[src/hw/rtl/sem_pkg.sv]
// shared types and constants of the rgb sobel edge magnitude unit
package sem_pkg;

   localparam int MAX_WIDTH   = 1024;
   localparam int COL_BITS    = $clog2(MAX_WIDTH);
   localparam int WIDTH_BITS  = 11;
   localparam int HEIGHT_BITS = 16;
   localparam int ROW_BITS    = HEIGHT_BITS + 1;
   localparam int PIX_BITS    = 24;
   localparam int LINE_BITS   = 2 * PIX_BITS;
   localparam int CHAN_BITS   = 8;
   localparam int GRAD_BITS   = 12;
   localparam int SUM_BITS    = 21;
   localparam int ADDR_BITS   = 3;
   localparam int DATA_BITS   = 32;

   localparam logic [WIDTH_BITS-1:0]  WIDTH_RESET  = WIDTH_BITS'(640);
   localparam logic [HEIGHT_BITS-1:0] HEIGHT_RESET = HEIGHT_BITS'(480);
   localparam logic [WIDTH_BITS-1:0]  WIDTH_LIMIT  = WIDTH_BITS'(MAX_WIDTH);
   localparam logic [SUM_BITS-1:0]    CLAMP_LIMIT  = SUM_BITS'(65280);
   localparam logic [CHAN_BITS-1:0]   EDGE_MAX     = CHAN_BITS'(255);

   // item kinds
   localparam logic MODE_PIXEL = 1'b0;
   localparam logic MODE_DRAIN = 1'b1;

   // register index (byte address bit 2)
   localparam logic REG_WIDTH  = 1'b0;
   localparam logic REG_HEIGHT = 1'b1;

   typedef struct packed {
      logic                 mode;
      logic [CHAN_BITS-1:0] red_in;
      logic [CHAN_BITS-1:0] green_in;
      logic [CHAN_BITS-1:0] blue_in;
   } req_type;

   typedef struct packed {
      logic [CHAN_BITS-1:0]   red_edge;
      logic [CHAN_BITS-1:0]   green_edge;
      logic [CHAN_BITS-1:0]   blue_edge;
      logic [HEIGHT_BITS-1:0] out_row;
      logic [COL_BITS-1:0]    out_col;
      logic                   frame_last;
   } rsp_type;

   // masked 3x3 window, index row*3+col, plus result position
   typedef struct packed {
      logic [8:0][PIX_BITS-1:0] win;
      logic [HEIGHT_BITS-1:0]   row;
      logic [COL_BITS-1:0]      col;
      logic                     last;
   } job_type;

endpackage

[src/hw/rtl/sem_back.sv]
// back end: gradients, squares, bitwise square root, rounding, result queue
module sem_back import sem_pkg::*; (
   input  logic    clock,
   input  logic    reset,
   input  logic    job_valid,
   input  job_type job,
   output logic    job_pop,
   input  logic    pop,
   output logic    empty,
   output rsp_type rsp
);

   typedef enum logic [1:0] {B_IDLE, B_SQUARE, B_ROOT, B_ROUND} state_type;

   state_type state_ff, state_in;
   logic signed [GRAD_BITS-1:0] gx_ff [3], gx_in [3];
   logic signed [GRAD_BITS-1:0] gy_ff [3], gy_in [3];
   logic [SUM_BITS-1:0]  sum_ff [3], sum_in [3];
   logic [CHAN_BITS-1:0] q_ff [3], q_in [3];
   logic [2:0]           bit_ff, bit_in;
   logic [HEIGHT_BITS-1:0] row_ff, row_in;
   logic [COL_BITS-1:0]  col_ff, col_in;
   logic                 last_ff, last_in;
   logic [CHAN_BITS-1:0] edge_val [3];
   logic [CHAN_BITS-1:0] t, mask;
   logic [2*CHAN_BITS-1:0] tt;
   logic [2*CHAN_BITS:0] qq;
   logic signed [2*GRAD_BITS-1:0] sx, sy;

   rsp_type    ent_ff [2];
   logic       wr_ptr_ff, rd_ptr_ff;
   logic [1:0] count_ff;
   logic       rsp_push, rsp_pop;

   function automatic logic signed [GRAD_BITS-1:0] pix(input job_type j, input int k,
                                                       input int ch);
      return $signed({4'b0000, j.win[k][PIX_BITS-1-CHAN_BITS*ch -: CHAN_BITS]});
   endfunction

   assign mask = CHAN_BITS'(1) << bit_ff;

   always_comb begin
      state_in = state_ff;
      bit_in   = bit_ff;
      row_in   = row_ff;
      col_in   = col_ff;
      last_in  = last_ff;
      job_pop  = 1'b0;
      rsp_push = 1'b0;
      t  = '0;
      tt = '0;
      qq = '0;
      sx = '0;
      sy = '0;
      for (int ch = 0; ch < 3; ch++) begin
         gx_in[ch]    = gx_ff[ch];
         gy_in[ch]    = gy_ff[ch];
         sum_in[ch]   = sum_ff[ch];
         q_in[ch]     = q_ff[ch];
         edge_val[ch] = '0;
      end
      unique case (state_ff)
         B_IDLE: begin
            if (job_valid && count_ff != 2'd2) begin
               job_pop  = 1'b1;
               row_in   = job.row;
               col_in   = job.col;
               last_in  = job.last;
               state_in = B_SQUARE;
               for (int ch = 0; ch < 3; ch++) begin
                  gx_in[ch] = (pix(job, 2, ch) + (pix(job, 5, ch) <<< 1) + pix(job, 8, ch))
                            - (pix(job, 0, ch) + (pix(job, 3, ch) <<< 1) + pix(job, 6, ch));
                  gy_in[ch] = (pix(job, 6, ch) + (pix(job, 7, ch) <<< 1) + pix(job, 8, ch))
                            - (pix(job, 0, ch) + (pix(job, 1, ch) <<< 1) + pix(job, 2, ch));
               end
            end
         end
         B_SQUARE: begin
            for (int ch = 0; ch < 3; ch++) begin
               sx = gx_ff[ch] * gx_ff[ch];
               sy = gy_ff[ch] * gy_ff[ch];
               sum_in[ch] = SUM_BITS'(sx) + SUM_BITS'(sy);
               q_in[ch]   = '0;
            end
            bit_in   = 3'd7;
            state_in = B_ROOT;
         end
         B_ROOT: begin
            // one result bit per cycle, all channels side by side
            for (int ch = 0; ch < 3; ch++) begin
               t  = q_ff[ch] | mask;
               tt = {8'h00, t} * {8'h00, t};
               if ({5'b00000, tt} <= sum_ff[ch]) begin
                  q_in[ch] = t;
               end
            end
            bit_in = bit_ff - 3'd1;
            if (bit_ff == 3'd0) begin
               state_in = B_ROUND;
            end
         end
         B_ROUND: begin
            for (int ch = 0; ch < 3; ch++) begin
               qq = {9'h000, q_ff[ch]} * {9'h000, q_ff[ch]} + {9'h000, q_ff[ch]};
               if (sum_ff[ch] > CLAMP_LIMIT) begin
                  edge_val[ch] = EDGE_MAX;
               end else if (sum_ff[ch] > {4'h0, qq}) begin
                  edge_val[ch] = q_ff[ch] + CHAN_BITS'(1);
               end else begin
                  edge_val[ch] = q_ff[ch];
               end
            end
            rsp_push = 1'b1;
            state_in = B_IDLE;
         end
         default: state_in = B_IDLE;
      endcase
   end

   assign empty   = (count_ff == 2'd0);
   assign rsp_pop = pop && !empty;
   assign rsp     = ent_ff[rd_ptr_ff];

   always_ff @(posedge clock) begin
      if (reset) begin
         state_ff  <= B_IDLE;
         wr_ptr_ff <= 1'b0;
         rd_ptr_ff <= 1'b0;
         count_ff  <= 2'd0;
      end else begin
         state_ff <= state_in;
         if (rsp_push) begin
            wr_ptr_ff <= ~wr_ptr_ff;
         end
         if (rsp_pop) begin
            rd_ptr_ff <= ~rd_ptr_ff;
         end
         count_ff <= count_ff + 2'(rsp_push) - 2'(rsp_pop);
      end
      for (int ch = 0; ch < 3; ch++) begin
         gx_ff[ch]  <= gx_in[ch];
         gy_ff[ch]  <= gy_in[ch];
         sum_ff[ch] <= sum_in[ch];
         q_ff[ch]   <= q_in[ch];
      end
      bit_ff  <= bit_in;
      row_ff  <= row_in;
      col_ff  <= col_in;
      last_ff <= last_in;
      if (rsp_push) begin
         ent_ff[wr_ptr_ff] <= '{red_edge:   edge_val[0],
                                green_edge: edge_val[1],
                                blue_edge:  edge_val[2],
                                out_row:    row_ff,
                                out_col:    col_ff,
                                frame_last: last_ff};
      end
   end

endmodule

[config.mk]
export PLATFORM = sky130hd
export DESIGN_NAME = sem_back
export DESIGN_NICKNAME = d
export VERILOG_FILES = /design/src/hw/rtl/sem_pkg.sv /design/src/hw/rtl/sem_back.sv
export SDC_FILE = /design/constraint.sdc
export NUM_CORES = 2
export LEC_CHECK = 0
export ABC_CLOCK_PERIOD_IN_PS = 7500
export BUFFER_PORTS_ARGS = -buffer_cell sky130_fd_sc_hd__buf_2
export CORE_AREA = 2 2 388 294
export DETAILED_ROUTE_END_ITERATION = 6
export DIE_AREA = 0 0 390 296
export PLACE_DENSITY_LB_ADDON = 0.1
export SLEW_MARGIN = 20
export SYNTH_ARGS = -nofsm -noshare
export SYNTH_HDL_FRONTEND = slang
export SYNTH_SLANG_ARGS = --single-unit
export TNS_END_PERCENT = 50
[constraint.sdc]
create_clock -name clock -period 7.5 [get_ports clock]
set_input_delay 0.75 -clock clock [delete_from_list [all_inputs] [get_ports clock]]
set_output_delay 0.75 -clock clock [all_outputs]
set_load 0.02 [all_outputs]
[Yosys cells after proc, flatten, opt, wreduce, memory -nomap -nowiden]
Memory sizes are Yosys's and may differ from the RTL's. A register that Yosys moved wholly into a read port is not among the register bits.
Cells that the tools add are included.
Word-level totals
  register bits after elaboration: 36
  latch bits: 0
  bits in writable memories: 261
  bits in read-only memories: 0
  output and inout bits: 53
  memories: 5
Operators by class
  $add $sub $neg: 42
  $mul: 12
  divide/modulo/power cells: 0
  order comparisons: 9
  equality and inequality tests: 6
  shift-type cells: 1
  muxes and demuxes: 27
  bitwise logic cells: 5
  reductions and logical operators: 9
Memories
  ent_ff: words 2, bits a word 51, rd ports 1, clocked after Yosys merged registers in 1, write ports 1, line sem_back.sv:30  | rsp_type ent_ff [2];
  sum_ff: words 3, bits a word 21, rd ports 3, clocked after Yosys merged registers in 0, write ports 3, line sem_back.sv:18  | logic [SUM_BITS-1:0] sum_ff [3], sum_in [3];
  gx_ff: words 3, bits a word 12, rd ports 3, clocked after Yosys merged registers in 0, write ports 3, line sem_back.sv:16  | logic signed [GRAD_BITS-1:0] gx_ff [3], gx_in [3];
  gy_ff: words 3, bits a word 12, rd ports 3, clocked after Yosys merged registers in 0, write ports 3, line sem_back.sv:17  | logic signed [GRAD_BITS-1:0] gy_ff [3], gy_in [3];
  q_ff: words 3, bits a word 8, rd ports 3, clocked after Yosys merged registers in 0, write ports 3, line sem_back.sv:19  | logic [CHAN_BITS-1:0] q_ff [3], q_in [3];
Operators with widths (number)
  $mux 36: 4
  $add 10x8->11: 12
  $mul 12x12->21: 6
  $add 8x9->10: 12
  $mul 8x8->16: 6
  $mux 8: 9
  $sub 11x11->12: 6
  $add 21x21->21: 3
  $gt 21x16->1 const B: 3
  $gt 21x17->1: 3
  $le 16x21->1: 3
  $mux 63: 1
  $add 16x8->17: 3
  $pmux 24 s2: 1
  $add 8x1->8 const B: 3
  $mux 24: 1
  $or 8x8->8: 3
  $pmux 2 s4: 1
  $shl 1x3->8 const A: 1
  $mux 1: 7
  $ne 2x2->1 const B: 3
  $pmux 3 s2: 1
  $eq 2x2->1 const B: 2
  $logic_not 2->1: 2
  11 further kinds: 15

[Depth between registers and ports, before layout]
  depth in word-level cells: 6
  mapped depth: 29

[Worst setup path before layout]
No wires, ideal clock.
  kind: register to register
  start: reg, netlist name bit_ff[0]
  end: mem q_ff[1][2], in the netlist q_ff[0][10], enable pin
  library setup time: 386 ps
  data arrival time: 6354 ps
  setup slack: 760 ps
  cell stages (with the launch flop): 28
  clock period less this slack: 6740 ps
  cells stage by stage: edfxtp_1 > inv_1 > ha_1 > nor2b_1 > clkbuf_1 > nor2_1 > or2_2 > fa_1 > inv_1 > fa_1 > fa_1 > inv_1 > fa_1 > inv_1 > ha_1 > or3_1 > o21ai_0 > a21oi_1 > a211oi_1 > a21oi_1 > xor2_1 > ha_1 > nand4_1 > nor4_1 > nor4_1 > nand2_1 > a21oi_1 > a211oi_1
RTL lines (line)
  end: declaration: sem_back.sv:19

==> results.yml <==
status:
  status: "complete, no violations"
clock_tree:
  post-cts-setup-buffers: 0
  clock_tree.root_cell: "clkbuf_16"
  clk_pin_slew_ns: 0.06
  numCtsBuffers: 37
  cts_tree: "done"
  cts_hold_buffers: 0
  h-tree-depth: 2
  cts-resized-gates: 0
  clock_latency_ns: 0.59
  clock-sinks: 298
  cts_buffer_depth: 3
detailed_routing:
  drt_wl_total_um: 117000
  vias: 35500
  drc_errors: 0
  drt.antenna.violating_nets: 0
  viasPerCell: 4.94
  first_iter_violations: 1569
  detail_route.wl_per_cell_um: 16.3
  drt-pass1-iter-count: 6
layout:
  area_growth_pct: 8.46
  multi_input_area_um2: 40900
  nNetsFinal: 7626
  final.fill_count: 10200
  layout_commonest_cell: "inv_1"
  antenna_cells: 0
  mostFrequentLayoutCells: "inv_1, fa_1, ha_1"
  regArea_um2: 8880
  final_layout_size_suffix_gt1_share_pct: 9.12
floorplan:
  initial_core_util_pct: 49.5
  dieArea_um2: 115000
  core_um2: 112000
  die_y_um: 296
  ios: 300
  rows: 107
  die_x_um: 390
yosys:
  synth_top_area_cell: "fa_1"
  synth.area.top_cells: "fa_1, edfxtp_1, ha_1, inv_1, xnor2_1"
  syn_nets: 7351
  ys_ff_latch: 298
  synth_edf_count: 291
  async_reset_ff_share_pct: 0
  synth_ff_type: "edfxtp_1"
  synth_top_area_share_pct: 39.1
  syn_avg_cell_area_um2: 10.3
  postSynthCellCount: 5398
  syn-cell-area_um2: 55600
  seq_area_frac_synth_pct: 16.0
  yosys_warnings: 0
  synth.distinct_cells: 60
placed_design:
  portBuffers: 275
  place_congestion: 0.856
  dp_hpwl_um: 102000
timing:
  fmax_mhz: 142
  fin_crit_ns: 7.04
  fin_crit_sh_pct: 93.9
  tightest_slew_ns: 1.11
  setup_violations: 0
  clock_skew_ns: 0.0272
  rsz0062_at_grt: "no"
  slew_violations: 0
  fin_setup_tns_ns: 0
  slew_headroom_pct: 25.3
  hold_violations: 0
setup_path:
  path_max_fanout: 12
  start_kind: "flop"
  r2r-end: "ent_ff[0][36]$_DFFE_PP_"
  r2r_cells: 24
  path_class: "reg2reg"
  timing.rr.start: "q_ff[0][8]$_SDFFCE_PN0P_"
  critPathCapture: "ent_ff[0][36]$_DFFE_PP_"
  end_kind: "flop"
  cp-startpoint: "q_ff[0][8]$_SDFFCE_PN0P_"
  reg2reg_slack_ns: 0.46
  cp.required_ns: 7.94
  worstPathArrival_ns: 7.48
worst_hold_path:
  worst_hold_path.num_cells: 1
  hold_path_class: "in2reg"
global_routing:
  use_met1_pct: 34.2
  busiest_layer: "met1"
  grt_util_all_layers_pct: 21.7
  grt_max_degree: 49
  grt_pass1_wl_um: 200000
  grt_pass1_vias: 38400
  grt_overflow: 0
  grt_use_met2_pct: 32.5
  antenna_found_initial: 1
  grtUsageMet3_pct: 2.69
run:
  cap_violations: 0
## synth_stat cells, types with 23 or more instances
| cell type | count |
|---|---|
| or2_2 | 29 |
| nor3_1 | 33 |
| xor2_1 | 80 |
| clkbuf_1 | 112 |
| mux2_2 | 55 |
| nand4_1 | 24 |
| ha_1 | 620 |
| o21a_1 | 23 |
| o21ai_0 | 97 |
| nand2b_1 | 51 |
| a21o_1 | 70 |
| fa_1 | 1086 |
| nor2b_1 | 51 |
| and2_1 | 282 |
| inv_1 | 1436 |
| edfxtp_1 | 291 |
| nor2_1 | 213 |
| a21oi_1 | 160 |
| xnor2_1 | 209 |
| nand2_1 | 249 |
## flip-flops by register name (all words and copies together), names as in the netlist, named ones only
register / cells
last_ff: 1
row_ff: 16
col_ff: 10
rd_ptr_ff: 1
bit_ff: 3
sum_ff: 63
gx_ff: 36
gy_ff: 36
state_ff: 2
q_ff: 24
wr_ptr_ff: 1
ent_ff: 102
count_ff: 2
## through the flow
step                      setup slack (ns)  instances  utilization (%)  area, um2  hold slack [ns]
after floorplan                      0.760       5398                -      55600            0.421
after global placement               0.526       7105             52.6      59000            0.422
after detailed placement             0.480       7105             52.6      59000            0.430
after CTS                            0.441       7173             53.7      60300            0.295
after global routing                0.0209       7173             53.7      60300            0.307
final                                0.461       7173             53.7      60300            0.344
## worst min path at each step
stage                                     from                      end  slack [ns]
final                                  job[11]      row_ff[0]$_DFFE_PP_        0.34
after global routing                   job[19]      row_ff[8]$_DFFE_PP_        0.31
after detailed placement  row_ff[15]$_DFFE_PP_  ent_ff[0][26]$_DFFE_PP_        0.43
after floorplan              last_ff$_DFFE_PP_   ent_ff[0][0]$_DFFE_PP_        0.42
after CTS                              job[11]      row_ff[0]$_DFFE_PP_        0.29
after global placement    row_ff[13]$_DFFE_PP_  ent_ff[0][24]$_DFFE_PP_        0.42
## layout make-up
type	count	share of cell area [%]
clock buffers	45	1.69
clock inverters	23	0.469
inverters	1437	8.95
multi-input cells	3544	67.8
flip-flops and latches	298	14.7
well taps	1471	3.05
repair buffers	355	3.28
## worst max-delay path: stages (launching register included)
cell      delay [ns]
edfxtp_1        0.64
and2_1          0.23
inv_1           0.07
fa_1            0.46
fa_1            0.52
inv_1           0.04
ha_1            0.26
inv_1           0.04
fa_1            0.48
inv_1           0.06
fa_1            0.40
a21o_1          0.19
a21oi_1         0.22
nor2b_1         0.09
o211ai_1        0.22
a21oi_1         0.13
o41ai_1         0.33
xnor2_1         0.12
ha_1            0.30
nand4_1         0.12
or3_1           0.43
or4_4           0.56
a21boi_4        0.20
a311oi_1        0.55
buf_4           0.21
## cell families (layout without fill, tap and decap cells)
kind of cell    Yosys count  in the layout  synth area share, %
compound gates          471            471                 5.31
flops                   298            298                 16.0
simple gates           1019           1019                 9.37
mux                      59             59                 1.19
fa+ha+maj              1706           1706                 53.1
buf+inv                1556           1860                 10.5
xor+xnor                289            289                 4.55
## layer usage
metal / vias to the layer above / part of all wire, % / wire length (um)
met3: 81 / 4.6 / 5420
li1: 17100 / - / -
met5: - / 0 / 0
met2: 558 / 42 / 49800
met1: 17700 / 51 / 60300
met4: 0 / 1.4 / 1620
Power is not shown: default switching activity piles up to over one toggle a cycle in this logic, so the estimate is an artifact.
