[config.mk]
export PLATFORM = sky130hd
export DESIGN_NAME = sem_job_queue
export DESIGN_NICKNAME = d
export VERILOG_FILES = /design/src/hw/rtl/sem_pkg.sv /design/src/hw/rtl/sem_job_queue.sv
export SDC_FILE = /design/constraint.sdc
export NUM_CORES = 1
export LEC_CHECK = 0
export BUFFER_PORTS_ARGS = -buffer_cell sky130_fd_sc_hd__clkbuf_2
export CAP_MARGIN = 30
export CORE_ASPECT_RATIO = 0.8
export CORE_UTILIZATION = 41
export DETAILED_ROUTE_END_ITERATION = 12
export REMOVE_ABC_BUFFERS = 1
export SYNTH_ARGS = -nofsm -noshare
export SYNTH_HDL_FRONTEND = slang
export SYNTH_SLANG_ARGS = --single-unit
[constraint.sdc]
create_clock -name clock -period 27.5 [get_ports clock]
set_input_delay 2.75 -clock clock [delete_from_list [all_inputs] [get_ports clock]]
set_output_delay 2.75 -clock clock [all_outputs]
set_load 0.005 [all_outputs]
[src/hw/rtl/sem_pkg.sv]
// shared types and constants of the rgb sobel edge magnitude unit
package sem_pkg;

   localparam int MAX_WIDTH   = 1024;
   localparam int COL_BITS    = $clog2(MAX_WIDTH);
   localparam int WIDTH_BITS  = 11;
   localparam int HEIGHT_BITS = 16;
   localparam int ROW_BITS    = HEIGHT_BITS + 1;
   localparam int PIX_BITS    = 24;
   localparam int LINE_BITS   = 2 * PIX_BITS;
   localparam int CHAN_BITS   = 8;
   localparam int GRAD_BITS   = 12;
   localparam int SUM_BITS    = 21;
   localparam int ADDR_BITS   = 3;
   localparam int DATA_BITS   = 32;

   localparam logic [WIDTH_BITS-1:0]  WIDTH_RESET  = WIDTH_BITS'(640);
   localparam logic [HEIGHT_BITS-1:0] HEIGHT_RESET = HEIGHT_BITS'(480);
   localparam logic [WIDTH_BITS-1:0]  WIDTH_LIMIT  = WIDTH_BITS'(MAX_WIDTH);
   localparam logic [SUM_BITS-1:0]    CLAMP_LIMIT  = SUM_BITS'(65280);
   localparam logic [CHAN_BITS-1:0]   EDGE_MAX     = CHAN_BITS'(255);

   // item kinds
   localparam logic MODE_PIXEL = 1'b0;
   localparam logic MODE_DRAIN = 1'b1;

   // register index (byte address bit 2)
   localparam logic REG_WIDTH  = 1'b0;
   localparam logic REG_HEIGHT = 1'b1;

   typedef struct packed {
      logic                 mode;
      logic [CHAN_BITS-1:0] red_in;
      logic [CHAN_BITS-1:0] green_in;
      logic [CHAN_BITS-1:0] blue_in;
   } req_type;

   typedef struct packed {
      logic [CHAN_BITS-1:0]   red_edge;
      logic [CHAN_BITS-1:0]   green_edge;
      logic [CHAN_BITS-1:0]   blue_edge;
      logic [HEIGHT_BITS-1:0] out_row;
      logic [COL_BITS-1:0]    out_col;
      logic                   frame_last;
   } rsp_type;

   // masked 3x3 window, index row*3+col, plus result position
   typedef struct packed {
      logic [8:0][PIX_BITS-1:0] win;
      logic [HEIGHT_BITS-1:0]   row;
      logic [COL_BITS-1:0]      col;
      logic                     last;
   } job_type;

endpackage

[src/hw/rtl/sem_job_queue.sv]
// two entry queue of window jobs between front and back
module sem_job_queue import sem_pkg::*; (
   input  logic    clock,
   input  logic    reset,
   input  logic    push,
   input  job_type push_data,
   input  logic    pop,
   output logic    valid,
   output logic    full,
   output job_type pop_data
);

   job_type    ent_ff [2];
   logic       wr_ptr_ff, wr_ptr_in;
   logic       rd_ptr_ff, rd_ptr_in;
   logic [1:0] count_ff, count_in;

   assign valid    = (count_ff != 2'd0);
   assign full     = (count_ff == 2'd2);
   assign pop_data = ent_ff[rd_ptr_ff];

   always_comb begin
      wr_ptr_in = push ? ~wr_ptr_ff : wr_ptr_ff;
      rd_ptr_in = pop ? ~rd_ptr_ff : rd_ptr_ff;
      count_in  = count_ff + 2'(push) - 2'(pop);
   end

   always_ff @(posedge clock) begin
      if (reset) begin
         wr_ptr_ff <= 1'b0;
         rd_ptr_ff <= 1'b0;
         count_ff  <= 2'd0;
      end else begin
         wr_ptr_ff <= wr_ptr_in;
         rd_ptr_ff <= rd_ptr_in;
         count_ff  <= count_in;
      end
      if (push) begin
         ent_ff[wr_ptr_ff] <= push_data;
      end
   end

endmodule

### After elaboration in Yosys (flattened, before gate mapping)

Memory sizes are Yosys's and may differ from the RTL's. A register that Yosys moved wholly into a read port is not among the register bits.
Cells that the tools add are included.

* register bits after elaboration: 4
* memory bits (writable): 486
* input port bits: 247
* output and inout bits: 245
* word-level logic and storage cells: 14
* memories kept: 1

Memory list
* ent_ff: depth 2, width 243, rd ports 1, clocked after Yosys merged registers in 1, wr ports 1, RTL line sem_job_queue.sv:13 `job_type ent_ff [2];`

* add/sub/neg operators: 2
* equality and inequality tests: 1
* multiplexer cells: 4
* bitwise logic cells: 2
* reduce and logical (&&, ||, !) cells: 1

Operator list (count)
* 2-to-1 mux 1 bit: 4
* adder 2 x 1 -> 2 bit: 1
* == test 2 bit, second input constant: 1
* inverter 1 bit: 2
* nonzero test 2 bit: 1
* subtractor 2 x 1 -> 2 bit: 1

### Logic depth before layout (Yosys ltp)

Gate-level depths: netlist of run 1.

* word-level depth: 3
* gate-level depth with buffers: 6
* mapped depth without buffers: 6

### Least setup slack after synthesis of run 1

Ideal clock, no wire load.

* path type: input -> register
* start: input port push
* end: memory ent_ff[0][0] in the netlist's numbering, enable pin
* data arrival time: 13.210 ns
* path slack: 13.409 ns
* stages: 1
* path buffers: 0
* cell sequence: nor2b_1

* longest elaborated chain between the ends: 2

RTL lines
* from (decl): RTL line sem_job_queue.sv:5 `input logic push,`
* 2-to-1 mux 1 bit: RTL line sem_job_queue.sv:38 `if (push) begin`
* 2-to-1 mux 1 bit (not written as such): RTL line sem_job_queue.sv:39 `ent_ff[wr_ptr_ff] <= push_data;`
* to (decl): RTL line sem_job_queue.sv:13

Every way passes these cells.

==> results of run 1 <==
## how the worst max path moves through the flow
stage                          from             to  slack, ns
final                     flip-flop  pop_data[227]      21.34
after global routing      flip-flop  pop_data[149]      21.17
after CTS                 flip-flop  pop_data[223]      21.22
after detailed placement  flip-flop  pop_data[223]      21.85
after global placement    flip-flop   pop_data[51]      21.30
after floorplan                push   ent_ff[0][0]      13.41
## logic make-up after synthesis
kind of cell | Yosys count | share of synthesized area
flops | 491 | 0.7965
buf+inv | 29 | 0.01451
xor+xnor | 3 | 0.002170
simple gates | 9 | 0.002510
mux | 243 | 0.1829
fa+ha+maj | 2 | 0.001356
## critical path, delay by kind of cell (launching register included)
kind / cells / cell delay [ns]
flip-flops: 1 / 0.51
buffers and inverters: 4 / 1.88
multiplexers: 1 / 0.38
## where the power goes
part           total, mW  leakage (nW)  switching, mW  internal, mW
Clock              0.631         0.752          0.266         0.364
Combinational      0.190          3.75         0.0903        0.0992
Sequential         0.887          4.60         0.0118         0.875
Total               1.71          9.10          0.368          1.34
## state kept, by name (all words and copies together) (netlist names), named ones only
register and flops:
rd_ptr_ff 1, ent_ff 486, count_ff 2, wr_ptr_ff 1
## per-layer routing
| metal | track usage | vias up | share of wire |
|---|---|---|---|
| li1 | - | 4166 | - |
| met1 | 0.1949 | 4524 | 0.39 |
| met2 | 0.2688 | 330 | 0.49 |
| met3 | 0.07157 | 60 | 0.10 |
| met4 | 0.05523 | 6 | 0.021 |
| met5 | 0 | - | 0.0010 |
## placed cells by master (no fill, tap or decap)
cell / n
and2_4: 1
buf_16: 3
buf_4: 11
bufinv_16: 3
clkbuf_1: 8
clkbuf_16: 51
clkbuf_2: 491
clkinv_1: 10
clkinv_2: 12
clkinv_4: 1
dfxtp_1: 4
dfxtp_4: 1
diode_2: 1
edfxtp_1: 486
ha_1: 2
inv_1: 2
inv_6: 1
mux2_2: 73
mux2_4: 170
nor2_1: 4
nor2b_1: 2
nor2b_4: 1
or2_2: 1
xnor2_1: 2
xnor3_1: 1
## cell type report
class / count / share of cell area
Sequential cell: 491 / 0.6365
Multi-Input combinational cell: 257 / 0.1514
Timing Repair Buffer: 505 / 0.1136
Clock buffer: 59 / 0.05657
Tap cell: 603 / 0.03267
Clock inverter: 27 / 0.008886
Inverter: 2 / 0.0003251
Antenna cell: 1 / 0.0001084
==> flow_summary.toml, run 1 <==
[synthesis]
ys_warn_count = 0
synth_commonest_cells = "edfxtp_1 (486), mux2_4 (170), mux2_2 (73)"
synth_edf_count = 486
ys_ff_latch = 491
ys.flop_type = "edfxtp_1"
synth.distinct_cells = 14
yosysMostFrequentCell = "edfxtp_1"
synthCells = 777
syn_area_mm2 = 0.01845
seq_area_frac_synth = 0.7965
synth_top_area_frac = 0.7911
synth_top_area_cell = "edfxtp_1"
synth_area_leaders = "edfxtp_1 (79%), mux2_4 (14%), mux2_2 (4.5%), buf_6 (1.2%), dfxtp_1 (0.54%)"
async_flop_share = 0
synth_area_per_cell_um2 = 23.74

[power_and_ir_drop]
ir_drop_mv = 0.05117
powerDensity_mw_per_mm2 = 73.93
leakage_nw = 9.100
total_power_mw = 1.707

[global_route]
grt_usage = 0.1646
grt_max_degree = 69
first_global_vias = 9172
grt_overflow_total = 0
antenna_found_initial = 5
grt_pass1_wl_um = 55660

[die]
rows = 69
start_util = 0.4157
ios = 492
design.core.area_mm2 = 0.04438
chipWidth_um = 239.2
dieArea_mm2 = 0.04585
dieHeight_um = 191.7

[sta]
final-max-slew-violation-count = 0
tightest_slew_ns = 0.9618
fin_setup_tns_ns = 0
clock_skew_ns = 0.01133
layout_setup_ws_ns = 21.34
relSlewSlack = 0.3588
hold_viol = 0
finalSetupViolCount = 0
grt_setup_unrepaired = "no"
fin_hold_ws_ns = 0.5189
fmax_mhz = 162.4
fin_crit_sh = 0.2239
period_needed_ns = 6.158

[cts]
postCtsSetupBuffers = 0
max-clock-path-buffers = 3
tritoncts = "done"
hold_buffers = 0
clk_latency_ns = 0.56
post_cts_resized = 0
cts_buffers = 49
clkSinkCount = 491
root_buffer = "clkbuf_16"
clk_pin_slew_ns = 0.06
htree_num_levels = 2

[worst_setup_path]
r2r_end = "ent_ff[1][157]"
path_class = "reg -> out"
cp-end-kind = "output pin"
start_kind = "flip-flop"
worst_path_most_repeated_cell = "buf_4"
r2r-start = "wr_ptr_ff"
rrSetupSlack_ns = 24.38
crit_required_ns = 24.75
worstPathArrival_ns = 3.41
path_cells = "buf_16, buf_4, buf_4, mux2_4, clkbuf_2"
r2r_cells = 3
max_stage_delay_ns = 0.73
slowest_stage = "buf_4"
path_max_fanout = 48

[drt]
drc_errors = 0
avgViaCountPerCell = 4.671
drt_pass1_iterations = 4
wl_um = 38840
ant_nets = 0
wl_per_cell_um = 19.97
vias = 9086
drtIter0Drc = 491

[hold_path]
min_from = "rd_ptr_ff"
hold_class = "reg -> reg"
min_delay_path_depth = 2

[layout]
drive_gt1_frac = 0.6115
finalNonFillerCells = 1945
multi_input_area_mm2 = 0.003496
syn2layout_area_growth_pct = 25.18
design_area_mm2 = 0.02309
regArea_mm2 = 0.01470
final_util = 0.5204
fillCellCount = 3648
num-nets-final = 1555

[placement]
placedCellCount = 1858
place_area_mm2 = 0.02158
place.gp.congestion = 0.7633
post-place-ws_ns = 21.85
dp_hpwl_um = 26990
portBuffers = 491

[run_status]
status = "completed"

[job]
maxCapViolCount = 0
Note: power is estimated with default switching activity, not from simulation.
==> run 2: changes to the inputs <==
PLACE_DENSITY = 0.67   (was not set)
clock period = 5 ns   (was 27.5 ns; I/O delays follow)
==> flow_summary.toml, run 2 (synthesis gave the netlist of run 1 again) <==
[run_status]
status = "completed"

[placement]
place.gp.congestion = 0.7474
dp_hpwl_um = 25940
portBuffers = 491

[cts]
max-clock-path-buffers = 3
clk_pin_slew_ns = 0.06
hold_buffers = 0
postCtsSetupBuffers = 0
clk_latency_ns = 0.57
clkSinkCount = 491
tritoncts = "done"
cts_buffers = 48
htree_num_levels = 2
root_buffer = "clkbuf_16"
post_cts_resized = 0

[sta]
fin_hold_ws_ns = 0.1150
finalSetupViolCount = 0
fin_setup_tns_ns = 0
relSlewSlack = 0.3785
final-max-slew-violation-count = 0
hold_viol = 0
grt_setup_unrepaired = "no"
period_needed_ns = 3.087
clock_skew_ns = 0.02259
fin_crit_sh = 0.6175
fmax_mhz = 323.9
tightest_slew_ns = 0.9322

[worst_setup_path]
worstPathArrival_ns = 2.59
path_class = "reg -> out"
crit_required_ns = 4.50
start_kind = "flip-flop"
cp-end-kind = "output pin"
path_max_fanout = 57

[layout]
fillCellCount = 3640
reg_top3 = "ent_ff (486), count_ff (2)"
num-nets-final = 1555
final_common_cell = "clkbuf_2"
drive_gt1_frac = 0.6094
final_cell_mix = "clkbuf_2 (491), edfxtp_1 (486), mux2_4 (170)"
syn2layout_area_growth_pct = 25.09
regMostFlops = "ent_ff"
largest_register_ffs = 486

[global_route]
grt_pass1_wl_um = 53790
grt_max_degree = 102
grt_usage = 0.1572
first_global_vias = 9165
grt_overflow_total = 0
antenna_found_initial = 4

[die]
dieArea_mm2 = 0.04585
chipWidth_um = 239.2
ios = 492
design.core.area_mm2 = 0.04438
start_util = 0.4157
dieHeight_um = 191.7
rows = 69

[drt]
drt_pass1_iterations = 4
drc_errors = 0
vias = 9073
ant_nets = 0
avgViaCountPerCell = 4.655
drtIter0Drc = 424
wl_per_cell_um = 19.30
wl_um = 37620

[power_and_ir_drop]
pwr-share-clk = 0.362
power_frac_comb = 0.111
leakage_nw = 9.079
switching_share = 0.2184
seq_power_share = 0.528
ir_drop_mv = 0.2912
p_sw_mw = 2.023
powerDensity_mw_per_mm2 = 401.3
intPower_mw = 7.238

[job]
maxCapViolCount = 0

[hold_path]
hold_class = "in -> reg"
-- run 2: cell count changes in the layout (fill, tap and decap cells not counted), sizes merged --
cell,previous run,this run
clkbuf,550,551
buf,14,15
inv,3,5
diode,1,2
bufinv,3,2
-- run 2: final timing paths --
kind              slack (ns)              to          start  cells after the start
setup / recovery        1.91    pop_data[49]      flip-flop                      3
hold reg to reg         0.52       rd_ptr_ff      rd_ptr_ff                      2
hold / removal          0.12   ent_ff[1][20]  push_data[20]                      1
setup reg to reg        2.95  ent_ff[1][107]      wr_ptr_ff                      2
-- run 2: per-layer routing --
| metal | share of wire | GRT usage | vias up |
|---|---|---|---|
| met5 | 0.00082 | 0 | - |
| met4 | 0.020 | 0.04931 | 4 |
| met3 | 0.10 | 0.06812 | 66 |
| met2 | 0.49 | 0.2621 | 336 |
| met1 | 0.38 | 0.1826 | 4492 |
| li1 | - | - | 4175 |
-- run 2: cell type report --
| cell class | instances | area [um2] | area share |
|---|---|---|---|
| Sequential cell | 491 | 14700 | 0.6369 |
| Multi-Input combinational cell | 257 | 3496 | 0.1515 |
| Timing Repair Buffer | 506 | 2665 | 0.1155 |
| Clock buffer | 60 | 1246 | 0.05400 |
| Tap cell | 603 | 754.5 | 0.03270 |
| Clock inverter | 28 | 203.9 | 0.008838 |
| Inverter | 2 | 7.507 | 0.0003253 |
| Antenna cell | 2 | 5.005 | 0.0002169 |
-- run 2: power by group through the flow --
stage	registers (mW)	clock network (mW)	logic [mW]
final	4.89	3.35	1.02
after global placement	4.97	0	1.03
after detailed placement	4.98	0	1.04
after floorplan	5.09	0	0.679
after global routing	4.91	3.60	1.11
after CTS	4.89	3.45	1.05
-- run 2: worst max-delay path, stage by stage, from the launching register on --
cell and delay, ns:
dfxtp_4 0.95, buf_12 0.45, mux2_2 0.39, clkbuf_2 0.13
-- run 2: per-stage QoR --
stage          std cells  area [um2]  total power [mW]    util  worst slack [ns]
5_1_grt             1947       23070             9.618  0.5199             1.725
3_5_place_dp        1859       21620             6.025  0.4872             2.422
2_1_floorplan        750       18190             5.773       -            -6.917
3_3_place_gp        1858       21590             5.995  0.4866             2.401
6_report            1949       23080             9.261  0.5200             1.913
4_1_cts             1947       23070             9.394  0.5199             1.787
==> run 3: changes to the inputs <==
clock period = 2.6 ns   (was 5 ns; I/O delays follow)
==> flow_summary.toml, run 3 (synthesis gave the netlist of run 1 again) <==
[run_status]
status = "completed"

[cts]
post_cts_resized = 0
clkSinkCount = 491
cts_buffers = 48
max-clock-path-buffers = 3
tritoncts = "done"
htree_num_levels = 2
clk_latency_ns = 0.57
clk_pin_slew_ns = 0.06
root_buffer = "clkbuf_16"

[layout]
num-nets-final = 1817
drive_gt1_frac = 0.5200
regMostFlops = "ent_ff"
largest_register_ffs = 486
regArea_mm2 = 0.01470
multi_input_area_mm2 = 0.003496
fillCellCount = 3289
final_common_cell = "clkbuf_2"
syn2layout_area_growth_pct = 40.01
finalNonFillerCells = 2210
reg_top3 = "ent_ff (486), count_ff (2)"
final_cell_mix = "clkbuf_2 (491), edfxtp_1 (486), dlygate4sd3_1 (246)"

[global_route]
first_global_vias = 10710
grt_usage = 0.1715
grt_overflow_total = 0
grt_max_degree = 112
antenna_found_initial = 3
grt_pass1_wl_um = 59370

[sta]
hold_viol = 0
relSlewSlack = 0.5036
clock_skew_ns = 0.02061
final-max-slew-violation-count = 0
finalSetupViolCount = 0
grt_setup_unrepaired = "no"
fin_crit_sh = 0.9300
period_needed_ns = 2.418
fmax_mhz = 413.6
layout_setup_ws_ns = 0.1821
tightest_slew_ns = 0.7447

[worst_setup_path]
path_max_fanout = 20
r2r-start = "wr_ptr_ff"
cp-end-kind = "output pin"
r2r_end = "ent_ff[1][221]"
rrSetupSlack_ns = 0.87
crit_required_ns = 2.34
path_class = "reg -> out"
worstPathArrival_ns = 2.16
r2r_cells = 2
start_kind = "flip-flop"

[power_and_ir_drop]
leakage_nw = 10.25
powerDensity_mw_per_mm2 = 725.3
ir_drop_mv = 0.6382

[placement]
placedCellCount = 1875
place.gp.congestion = 0.7627
post-place-ws_ns = 0.7782
dp_hpwl_um = 26180
portBuffers = 491

[die]
start_util = 0.4157
rows = 69
design.core.area_mm2 = 0.04438
chipWidth_um = 239.2
dieArea_mm2 = 0.04585
ios = 492
dieHeight_um = 191.7

[job]
maxCapViolCount = 0

[drt]
wl_um = 41000
ant_nets = 0
avgViaCountPerCell = 4.613
drtIter0Drc = 381
drc_errors = 0
wl_per_cell_um = 18.55
drt_pass1_iterations = 5
vias = 10190

[hold_path]
min_from = "push"
whs_endpoint = "wr_ptr_ff"
hold_class = "in -> reg"
min_delay_path_depth = 3
-- run 3: cell type report --
cell class,count,area share
clock inverters,27,0.01124
repair buffers,768,0.2048
multi-input cells,257,0.1353
diodes,3,0.0002907
clock buffers,59,0.04975
flip-flops and latches,491,0.5691
well taps,603,0.02921
inverters,2,0.0002907
-- run 3: per-layer routing --
layer  track usage  wire length [um]  share of wire  vias to the layer above
li1              -                 -              -                     4693
met1        0.1945             15710           0.38                     5066
met2        0.3021             20930           0.51                      375
met3       0.06122              3576          0.087                       60
met4       0.05301               793          0.019                        0
met5             0                 0              0                        -
-- run 3: worst max-delay path: stages (launching register included) --
cell,delay [ns]
dfxtp_4,0.51
buf_12,0.23
buf_4,0.30
mux2_2,0.39
clkbuf_2,0.13
-- run 3: stage by stage --
stage	instance area (um2)	TNS, ns	hold slack [ns]	power [mW]	utilization
after global routing	25830	0	0.01347	19.39	0.5821
after CTS	25820	0	0.01506	18.90	0.5819
after floorplan	18190	-4779.50	0.3316	11.10	-
after global placement	21780	0	0.4495	11.58	0.4909
after detailed placement	21780	0	0.4523	11.62	0.4909
final	25830	0	0.06227	18.73	0.5821
-- run 3: what timing repair did --
action,in CTS,in global routing
hold buffers,246,0
buffers inserted,0,0
hold endpoints to repair,491,0
-- run 3: worst max path at each step --
stage | start | endpoint | slack [ns] | depth (start not counted)
after floorplan | wr_ptr_ff | ent_ff[0][0] | -9.32 | 1
after global placement | push | ent_ff[1][106] | 0.81 | 3
after detailed placement | flip-flop | pop_data[58] | 0.78 | 4
after CTS | flip-flop | pop_data[58] | 0.14 | 4
after global routing | flip-flop | pop_data[58] | 0.09 | 4
final | flip-flop | pop_data[58] | 0.18 | 4
-- run 3: power breakdown --
part / switching [mW] / internal (mW) / total [mW]
combinational: 1.05 / 1.34 / 2.39
clock: 2.87 / 4.10 / 6.97
sequential: 0.127 / 9.25 / 9.37
